### config.mk
export PLATFORM = sky130hd
export DESIGN_NAME = csv_field_tokenizer_unit
export DESIGN_NICKNAME = d
export VERILOG_FILES = /design/src/ctf_pkg.sv /design/src/ctf_front.sv /design/src/ctf_queue.sv /design/src/ctf_back.sv /design/src/csv_field_tokenizer_unit.sv
export SDC_FILE = /design/constraint.sdc
export NUM_CORES = 1
export LEC_CHECK = 0
export ABC_AREA = 1
export BUFFER_PORTS_ARGS = -buffer_cell sky130_fd_sc_hd__buf_2
export CELL_PAD_IN_SITES_DETAIL_PLACEMENT = 0
export CELL_PAD_IN_SITES_GLOBAL_PLACEMENT = 1
export CORE_MARGIN = 4
export CORE_UTILIZATION = 46
export DETAILED_ROUTE_END_ITERATION = 7
export PLACE_DENSITY_LB_ADDON = 0.2
export SLEW_MARGIN = 20
export SYNTH_ARGS = -nofsm -noshare
export SYNTH_HDL_FRONTEND = slang
export SYNTH_SLANG_ARGS = --single-unit
### constraint.sdc
create_clock -name aclk -period 8.5 [get_ports aclk]
set_clock_uncertainty 0.2 [all_clocks]
set_input_delay 2.125 -clock aclk [delete_from_list [all_inputs] [get_ports aclk]]
set_output_delay 2.125 -clock aclk [all_outputs]
set_load 0.1 [all_outputs]
### src/ctf_pkg.sv
package ctf_pkg;

    localparam int MAX_FIELDS = 256;
    localparam logic [7:0] FIELD_LIMIT = (MAX_FIELDS - 1 > 255) ? 8'd255 : 8'(MAX_FIELDS - 1);

    localparam logic [7:0] QUOTE_CHAR = 8'h22;
    localparam logic [7:0] LF_CHAR    = 8'h0A;
    localparam logic [7:0] CR_CHAR    = 8'h0D;

    localparam logic [1:0] ERR_NONE     = 2'd0;
    localparam logic [1:0] ERR_QUOTE    = 2'd1;
    localparam logic [1:0] ERR_UNCLOSED = 2'd2;

    localparam int QUEUE_DEPTH = 4;
    localparam int QPTR_W      = $clog2(QUEUE_DEPTH);
    localparam int QCNT_W      = $clog2(QUEUE_DEPTH + 1);

    typedef struct packed {
        logic [7:0] delimiter_char;
        logic [7:0] comment_char;
        logic       skip_empty_lines;
    } cfg_t;

    typedef struct packed {
        logic [7:0] data_byte;
        logic       data_valid;
        logic       field_end;
        logic       record_end;
        logic [7:0] field_number;
        logic [1:0] error_code;
    } res_t;

    // two set: both results valid; otherwise only first
    typedef struct packed {
        logic two;
        res_t first;
        res_t second;
    } entry_t;

endpackage

### src/ctf_front.sv
module ctf_front (
    input  logic          aclk,
    input  logic          aresetn,
    input  ctf_pkg::cfg_t cfg,
    input  logic          s_tvalid,
    output logic          s_tready,
    input  logic [7:0]    s_tdata,
    input  logic          s_tuser,
    input  logic          q_full,
    output logic          push,
    output ctf_pkg::entry_t push_entry
);

    typedef enum logic [2:0] {
        MODE_RECORD,
        MODE_FIELD,
        MODE_QUOTED,
        MODE_QUOTE_SEEN,
        MODE_SKIP
    } mode_t;

    typedef struct packed {
        mode_t      mode;
        logic       fhb;
        logic       parity;
        logic [7:0] cnt;
    } pst_t;

    typedef struct packed {
        pst_t          st;
        logic          vld;
        ctf_pkg::res_t res;
    } pout_t;

    function automatic ctf_pkg::res_t mk_res(input logic [7:0] db, input logic dv,
                                             input logic fe, input logic re,
                                             input logic [1:0] err, input logic [7:0] num);
        ctf_pkg::res_t r;
        r.data_byte    = db;
        r.data_valid   = dv;
        r.field_end    = fe;
        r.record_end   = re;
        r.field_number = num;
        r.error_code   = err;
        return r;
    endfunction

    function automatic pst_t rec_start();
        pst_t s;
        s.mode   = MODE_RECORD;
        s.fhb    = 1'b0;
        s.parity = 1'b0;
        s.cnt    = 8'd0;
        return s;
    endfunction

    function automatic pout_t field_byte(input pst_t s, input logic [7:0] c,
                                         input ctf_pkg::cfg_t cf);
        pout_t o;
        o.st  = s;
        o.vld = 1'b1;
        o.res = mk_res(8'd0, 1'b0, 1'b1, 1'b1, ctf_pkg::ERR_NONE, s.cnt);
        priority if (c == ctf_pkg::LF_CHAR) begin
            o.st = rec_start();
        end else if (c == ctf_pkg::QUOTE_CHAR) begin
            if (s.fhb) begin
                o.res       = mk_res(8'd0, 1'b0, 1'b0, 1'b1, ctf_pkg::ERR_QUOTE, s.cnt);
                o.st        = rec_start();
                o.st.mode   = MODE_SKIP;
                o.st.parity = 1'b1;
            end else begin
                o.vld     = 1'b0;
                o.st.mode = MODE_QUOTED;
            end
        end else if (c == cf.delimiter_char) begin
            o.res    = mk_res(8'd0, 1'b0, 1'b1, 1'b0, ctf_pkg::ERR_NONE, s.cnt);
            o.st.fhb = 1'b0;
            if (s.cnt < ctf_pkg::FIELD_LIMIT) begin
                o.st.cnt = s.cnt + 8'd1;
            end
        end else begin
            o.res    = mk_res(c, 1'b1, 1'b0, 1'b0, ctf_pkg::ERR_NONE, s.cnt);
            o.st.fhb = 1'b1;
        end
        return o;
    endfunction

    function automatic pout_t process(input pst_t s, input logic [7:0] c,
                                      input ctf_pkg::cfg_t cf);
        pout_t o;
        pst_t  t;
        o.st  = s;
        o.vld = 1'b0;
        o.res = mk_res(c, 1'b1, 1'b0, 1'b0, ctf_pkg::ERR_NONE, s.cnt);
        t     = s;
        unique case (s.mode)
            MODE_FIELD: begin
                o = field_byte(s, c, cf);
            end
            MODE_QUOTED: begin
                if (c == ctf_pkg::QUOTE_CHAR) begin
                    o.st.mode = MODE_QUOTE_SEEN;
                end else begin
                    o.vld    = 1'b1;
                    o.st.fhb = 1'b1;
                end
            end
            MODE_QUOTE_SEEN: begin
                if (c == ctf_pkg::QUOTE_CHAR) begin
                    o.vld     = 1'b1;
                    o.st.fhb  = 1'b1;
                    o.st.mode = MODE_QUOTED;
                end else begin
                    t.mode = MODE_FIELD;
                    o      = field_byte(t, c, cf);
                end
            end
            MODE_SKIP: begin
                if (c == ctf_pkg::QUOTE_CHAR) begin
                    o.st.parity = ~s.parity;
                end else if (c == ctf_pkg::LF_CHAR && !s.parity) begin
                    o.st = rec_start();
                end
            end
            default: begin
                if (c == ctf_pkg::LF_CHAR) begin
                    o.vld = ~cf.skip_empty_lines;
                    o.res = mk_res(8'd0, 1'b0, 1'b1, 1'b1, ctf_pkg::ERR_NONE, s.cnt);
                    o.st  = rec_start();
                end else if (cf.comment_char != 8'd0 && c == cf.comment_char) begin
                    o.st.mode   = MODE_SKIP;
                    o.st.parity = (c == ctf_pkg::QUOTE_CHAR);
                end else begin
                    t.mode = MODE_FIELD;
                    t.fhb  = 1'b0;
                    o      = field_byte(t, c, cf);
                end
            end
        endcase
        return o;
    endfunction

    pst_t          st_reg, st_next, st1;
    logic          cr_reg, cr_next;
    logic          accept;
    logic          do_first, do_second, v1, v2;
    logic [7:0]    first_byte;
    pout_t         p1, p2;
    ctf_pkg::res_t r2;

    assign s_tready = ~q_full;
    assign accept   = s_tvalid & s_tready;

    always_comb begin
        do_first   = 1'b0;
        do_second  = 1'b0;
        first_byte = s_tdata;
        cr_next    = 1'b0;
        if (s_tuser) begin
            do_first   = cr_reg;
            first_byte = ctf_pkg::LF_CHAR;
        end else if (cr_reg) begin
            do_first = 1'b1;
            if (s_tdata == ctf_pkg::LF_CHAR) begin
                first_byte = ctf_pkg::LF_CHAR;
            end else begin
                first_byte = ctf_pkg::CR_CHAR;
                if (s_tdata == ctf_pkg::CR_CHAR) begin
                    cr_next = 1'b1;
                end else begin
                    do_second = 1'b1;
                end
            end
        end else if (s_tdata == ctf_pkg::CR_CHAR) begin
            cr_next = 1'b1;
        end else begin
            do_first = 1'b1;
        end

        p1  = process(st_reg, first_byte, cfg);
        st1 = do_first ? p1.st : st_reg;
        v1  = do_first & p1.vld;
        p2  = process(st1, s_tdata, cfg);

        if (s_tuser) begin
            v2 = (st1.mode == MODE_FIELD) || (st1.mode == MODE_QUOTE_SEEN)
                 || (st1.mode == MODE_QUOTED);
            r2 = (st1.mode == MODE_QUOTED)
                 ? mk_res(8'd0, 1'b0, 1'b0, 1'b1, ctf_pkg::ERR_UNCLOSED, st1.cnt)
                 : mk_res(8'd0, 1'b0, 1'b1, 1'b1, ctf_pkg::ERR_NONE, st1.cnt);
            st_next = rec_start();
        end else begin
            v2      = do_second & p2.vld;
            r2      = p2.res;
            st_next = do_second ? p2.st : st1;
        end

        if (v1) begin
            push_entry.two    = v2;
            push_entry.first  = p1.res;
            push_entry.second = r2;
        end else begin
            push_entry.two    = 1'b0;
            push_entry.first  = r2;
            push_entry.second = r2;
        end
        push = accept & (v1 | v2);
    end

    always_ff @(posedge aclk) begin
        if (!aresetn) begin
            st_reg <= rec_start();
            cr_reg <= 1'b0;
        end else if (accept) begin
            st_reg <= st_next;
            cr_reg <= cr_next;
        end
    end

endmodule

### src/ctf_queue.sv
module ctf_queue (
    input  logic            aclk,
    input  logic            aresetn,
    input  logic            push,
    input  ctf_pkg::entry_t push_entry,
    output logic            full,
    input  logic            pop,
    output logic            q_valid,
    output ctf_pkg::entry_t q_entry
);

    ctf_pkg::entry_t                  mem_reg [ctf_pkg::QUEUE_DEPTH];
    logic [ctf_pkg::QPTR_W-1:0]       wr_reg, rd_reg;
    logic [ctf_pkg::QCNT_W-1:0]       cnt_reg, cnt_next;

    assign full    = (cnt_reg == ctf_pkg::QCNT_W'(ctf_pkg::QUEUE_DEPTH));
    assign q_valid = (cnt_reg != '0);
    assign q_entry = mem_reg[rd_reg];

    always_comb begin
        cnt_next = cnt_reg;
        if (push && !pop) begin
            cnt_next = cnt_reg + ctf_pkg::QCNT_W'(1);
        end else if (pop && !push) begin
            cnt_next = cnt_reg - ctf_pkg::QCNT_W'(1);
        end
    end

    always_ff @(posedge aclk) begin
        if (push) begin
            mem_reg[wr_reg] <= push_entry;
        end
    end

    always_ff @(posedge aclk) begin
        if (!aresetn) begin
            wr_reg  <= '0;
            rd_reg  <= '0;
            cnt_reg <= '0;
        end else begin
            if (push) begin
                wr_reg <= wr_reg + ctf_pkg::QPTR_W'(1);
            end
            if (pop) begin
                rd_reg <= rd_reg + ctf_pkg::QPTR_W'(1);
            end
            cnt_reg <= cnt_next;
        end
    end

endmodule

### src/ctf_back.sv
module ctf_back (
    input  logic            aclk,
    input  logic            aresetn,
    input  logic            q_valid,
    input  ctf_pkg::entry_t q_entry,
    output logic            pop,
    output logic            m_tvalid,
    input  logic            m_tready,
    output logic [23:0]     m_tdata,
    output logic [1:0]      m_tuser,
    output logic            m_tlast
);

    ctf_pkg::entry_t ent_reg;
    logic            vld_reg;
    logic            idx_reg;
    logic            last;
    ctf_pkg::res_t   cur;

    assign cur      = idx_reg ? ent_reg.second : ent_reg.first;
    assign last     = ~ent_reg.two | idx_reg;
    assign m_tvalid = vld_reg;
    assign m_tlast  = last;
    assign m_tuser  = cur.error_code;
    assign m_tdata  = {5'd0, cur.field_number, cur.record_end, cur.field_end,
                       cur.data_valid, cur.data_byte};
    assign pop      = q_valid & (~vld_reg | (m_tready & last));

    always_ff @(posedge aclk) begin
        if (pop) begin
            ent_reg <= q_entry;
        end
    end

    always_ff @(posedge aclk) begin
        if (!aresetn) begin
            vld_reg <= 1'b0;
            idx_reg <= 1'b0;
        end else if (pop) begin
            vld_reg <= 1'b1;
            idx_reg <= 1'b0;
        end else if (vld_reg && m_tready) begin
            if (last) begin
                vld_reg <= 1'b0;
                idx_reg <= 1'b0;
            end else begin
                idx_reg <= 1'b1;
            end
        end
    end

endmodule

### src/csv_field_tokenizer_unit.sv
// Each result is registered in the four-entry queue and then in the output register on its
// way from an accepted input item to m_.
// Throughput: one input item per cycle while the queue has room; results leave one per
// cycle while m_tready is high, so items with two results each lower the sustained rate.
// Reset: synchronous active-low aresetn clears parser state, queue and output, and sets
// the configuration to delimiter 44, comment 0, skip empty lines 1.
module csv_field_tokenizer_unit (
    input  logic        aclk,
    input  logic        aresetn,
    input  logic        psel,
    input  logic        penable,
    input  logic        pwrite,
    input  logic [3:0]  paddr,
    input  logic [31:0] pwdata,
    output logic [31:0] prdata,
    output logic        pready,
    input  logic        s_tvalid,
    output logic        s_tready,
    input  logic [7:0]  s_tdata,   // [7:0] in_byte
    input  logic        s_tuser,   // [0] action
    output logic        m_tvalid,
    input  logic        m_tready,
    output logic [23:0] m_tdata,   // [7:0] data_byte, [8] data_valid, [9] field_end,
                                   // [10] record_end, [18:11] field_number, [23:19] zero
    output logic [1:0]  m_tuser,   // [1:0] error_code
    output logic        m_tlast    // last_result
);

    localparam logic [1:0] REG_DELIM      = 2'd0;
    localparam logic [1:0] REG_COMMENT    = 2'd1;
    localparam logic [1:0] REG_SKIP_EMPTY = 2'd2;

    ctf_pkg::cfg_t   cfg_reg;
    logic            wr_en;
    logic            q_full, push, pop, q_valid;
    ctf_pkg::entry_t push_entry, q_entry;

    assign pready = 1'b1;
    assign wr_en  = psel & penable & pwrite & pready;

    always_ff @(posedge aclk) begin
        if (!aresetn) begin
            cfg_reg.delimiter_char   <= 8'd44;
            cfg_reg.comment_char     <= 8'd0;
            cfg_reg.skip_empty_lines <= 1'b1;
        end else if (wr_en) begin
            unique case (paddr[3:2])
                REG_DELIM:      cfg_reg.delimiter_char   <= pwdata[7:0];
                REG_COMMENT:    cfg_reg.comment_char     <= pwdata[7:0];
                REG_SKIP_EMPTY: cfg_reg.skip_empty_lines <= pwdata[0];
                default: ;
            endcase
        end
    end

    always_comb begin
        unique case (paddr[3:2])
            REG_DELIM:      prdata = {24'd0, cfg_reg.delimiter_char};
            REG_COMMENT:    prdata = {24'd0, cfg_reg.comment_char};
            REG_SKIP_EMPTY: prdata = {31'd0, cfg_reg.skip_empty_lines};
            default:        prdata = 32'd0;
        endcase
    end

    ctf_front u_front (
        .aclk       (aclk),
        .aresetn    (aresetn),
        .cfg        (cfg_reg),
        .s_tvalid   (s_tvalid),
        .s_tready   (s_tready),
        .s_tdata    (s_tdata),
        .s_tuser    (s_tuser),
        .q_full     (q_full),
        .push       (push),
        .push_entry (push_entry)
    );

    ctf_queue u_queue (
        .aclk       (aclk),
        .aresetn    (aresetn),
        .push       (push),
        .push_entry (push_entry),
        .full       (q_full),
        .pop        (pop),
        .q_valid    (q_valid),
        .q_entry    (q_entry)
    );

    ctf_back u_back (
        .aclk     (aclk),
        .aresetn  (aresetn),
        .q_valid  (q_valid),
        .q_entry  (q_entry),
        .pop      (pop),
        .m_tvalid (m_tvalid),
        .m_tready (m_tready),
        .m_tdata  (m_tdata),
        .m_tuser  (m_tuser),
        .m_tlast  (m_tlast)
    );

endmodule

==> metrics <==
diode count=0; Iter 0 DRT Violations=780; Die Area=between 30000 and 40000 µm²; average size of a mapped cell=9.137 µm²; crit-path max FO=22; maxcap violations=0; post-synthesis cell type count=50; worst-path cell chain=buf_2 > inv_2 > nand2_1 > nor2_2 > and2_1 > or2_2 > nand2_1 > nand3_1 > o21ai_2 > nand2_2 > nor2_1 > inv_1 > nand4_1 > a21oi_1 > nand2_1 > nand2_2 > inv_2 > ha_1 > inv_1 > fa_1 > a21oi_1 > o21ai_0 > o21ai_0 > a21oi_1; Placeable Area=between 20000 and 30000 µm²; clk_lat worst skew=approximately 0.53 ns; fmax=roughly 160 MHz; vias in the first global route=8928; CTS Root Cell=clkbuf_16; cells on worst reg2reg path=28; Register Area=around 7300 µm²; time the worst path needs with I/O delays and setup=6.114 ns; sequential fraction of the synthesis area=a little under three fifths; Worst VDD drop=between 0.0001 and 0.00015 V; largest family of logic cells by synthesized area=simple AND/OR/NAND/NOR gates; crit path kind=in2reg; Post-CTS Hold Fix Bufs=0; GR Util All Layers=approximately 20%; Final Max Slew Viols=0; Tightest Pin Transition=around 0.95 ns; most area-hungry cell type in the Yosys netlist=edfxtp_1; max FFs per register=about 170; Initial Util=a little under half; Worst path max stage delay=between 0.6 and 0.7 ns; XOR/XNOR Fraction of Synth Area=less than 1%; PwrDens=just under 300 nW/µm²; reg2reg start=u_front.cr_reg; #FFs+latches synth=between 200 and 300; Area Growth Syn to Fin=10.90%; crit start category=primary input; fin nets=1518; final period utilization=between 70% and 80%; post-CTS setup buffers=0; Clock transition at path regs=~0.060 ns; I/O Buffers=57; compound-gate portion of the synthesized area=approximately an eighth; final WL=31540 µm; ANT nets after route=0; Worst Setup End Kind=register; Placer Congestion=between 0.8 and 0.9; R2R setup slack=approximately 3.9 ns; TritonCTS clock tree=done; CTS Buffer Depth=3; largest net degree at the start of global routing=between 80 and 90; # IOs=114; ys flop type=edfxtp_1; Hold WS=roughly 0.29 ns; endpoints failing hold=0; die height=175.4 µm; setup tns final=0 ns; simple-gate share of the synthesized area=a little over a fifth; vias per cell=5.267; initial antenna violation count=0; synthesized cell area=12880 µm²; CP arrival=between 6 and 7 ns; CP endpoint=u_queue.cnt_reg[2]; Initial DRT Pass Iterations=8; outcome=finished clean; RSZ-0062 raised after global routing=no; layout cells sized above 1=approximately 14%; DRC viols=0; Core Rows=60; Resized Gates After CTS=0; Worst EP required=between 8 and 9 ns; DP HPWL=about 21000 µm; Congestion Overflow GR=0; Post-synth EDFFs=about 220; DR WL/cell=17.07 µm; clock sink total=approximately 260; Async SR Flop Fraction=0%; top post-synthesis cells by area=edfxtp_1 50%, nand2_1 8.7%, dfxtp_1 6.2%; YS warnings=0; Hold WC Path Type=reg2reg; area of the multi-input gates=approximately 4800 µm²; Post-Synth Adder-Cell Area=0.8352%; Fillers=about 2.5k; reg-to-reg critical path endpoint=u_queue.cnt_reg[2]; post-synthesis mux area share=0%; max_slew headroom=36.19%; first-pass GRT wire length=49270 µm; Post-Syn Instances=about 1.4k; post-synth top area share=between 50 and 60%; Leakage Power=between 0.005 and 0.006 µW; # setup viols final=0; cts bufs inserted=26; highest-delay cell along the critical path=nand2_1; Clock H-tree levels=1; Via Count=9733; Die W=about 180 µm; origin of the worst setup path=s_tdata[5]
==> how the worst min path moves through the flow <==
| stage | start | end | slack [ns] | cells after the start |
|---|---|---|---|---|
| finish | u_queue.cnt_reg[2] | u_queue.cnt_reg[2] | 0.29 | 2 |
| global route | u_front.st_reg[9] | u_front.st_reg[9] | 0.31 | 2 |
| CTS | u_front.st_reg[10] | u_front.st_reg[10] | 0.29 | 2 |
| detailed placement | u_queue.cnt_reg[2] | u_queue.cnt_reg[2] | 0.28 | 2 |
| global placement | u_queue.cnt_reg[2] | u_queue.cnt_reg[2] | 0.28 | 2 |
| floorplan | u_queue.cnt_reg[2] | u_queue.cnt_reg[2] | 0.25 | 2 |
==> per-stage QoR <==
stage	instances	instance area (µm²)	worst slack (ns)	utilization, %	power [µW]
2_1_floorplan	1438	12990	1.848	-	2862
3_3_place_gp	1802	13480	1.790	49.45	3151
3_5_place_dp	1802	13480	1.862	49.45	3170
4_1_cts	1848	14290	2.388	52.43	4229
5_1_grt	1848	14290	1.901	52.43	4410
6_report	1848	14290	2.386	52.43	4200
==> cell usage after synthesis, types with 4 or more instances <==
library cell	n
inv_1	112
nor4_1	4
o21ai_2	8
o21ai_0	146
nand3_1	57
nor3_1	9
nand3_2	5
nand2_1	299
a21oi_1	52
nor3_2	5
a31oi_1	4
clkbuf_1	40
nor2_1	162
buf_2	8
o21ai_1	16
o22ai_1	54
xor2_1	10
ha_1	7
nor2_2	7
buf_4	31
inv_2	23
nor2_4	8
nand4_1	23
nand2_2	21
edfxtp_1	215
dfxtp_1	40
o211ai_1	11
==> power breakdown <==
part           switching (µW)  internal [µW]
Combinational            1210            267
Sequential               52.0           1610
Clock                     451            614
Total                    1710           2490
==> cells in the final DEF (no fill, tap or decap), types with 16 or more instances in the layout <==
cell type / instances
nand2_1: 299
edfxtp_1: 215
nor2_1: 157
o21ai_0: 146
inv_1: 110
nand3_1: 57
buf_2: 57
o22ai_1: 54
a21oi_1: 52
dfxtp_1: 39
conb_1: 30
clkbuf_16: 27
inv_2: 24
nand4_1: 23
nand2_2: 21
o21ai_1: 16
==> per-layer routing <==
layer / vias up / GRT usage [%] / share of wire [%]
li1: 4877 / - / -
met1: 4550 / 28.64 / 46
met2: 271 / 33.29 / 47
met3: 35 / 2.109 / 5.7
met4: 0 / 3.339 / 1.3
met5: - / 0 / 0
==> cells by family after synthesis <==
| group | count (synthesis) |
|---|---|
| simple gates | 613 |
| compound gates | 305 |
| flops | 255 |
| buf+inv | 217 |
| xor+xnor | 10 |
| fa+ha+maj | 8 |
| other cells | 2 |
==> critical path, delay by kind of cell <==
| kind | cells | cell delay [ns] |
|---|---|---|
| adder cells (fa/ha/maj) | 2 | 0.59 |
| AND/OR/NAND/NOR | 11 | 2.30 |
| buffers and inverters | 5 | 0.56 |
| AO/OA/AOI/OAI | 6 | 0.73 |
==> final cells by class <==
cell class                 instances  area share [%]
sequential                       255           50.80
multi-input combinational        966           33.87
clock buffer                      35           5.219
inverter                         137           3.599
tap                              372           3.258
timing repair buffer              72           2.785
clock inverter                    11          0.4641
Note: power is estimated with default switching activity, not from simulation.
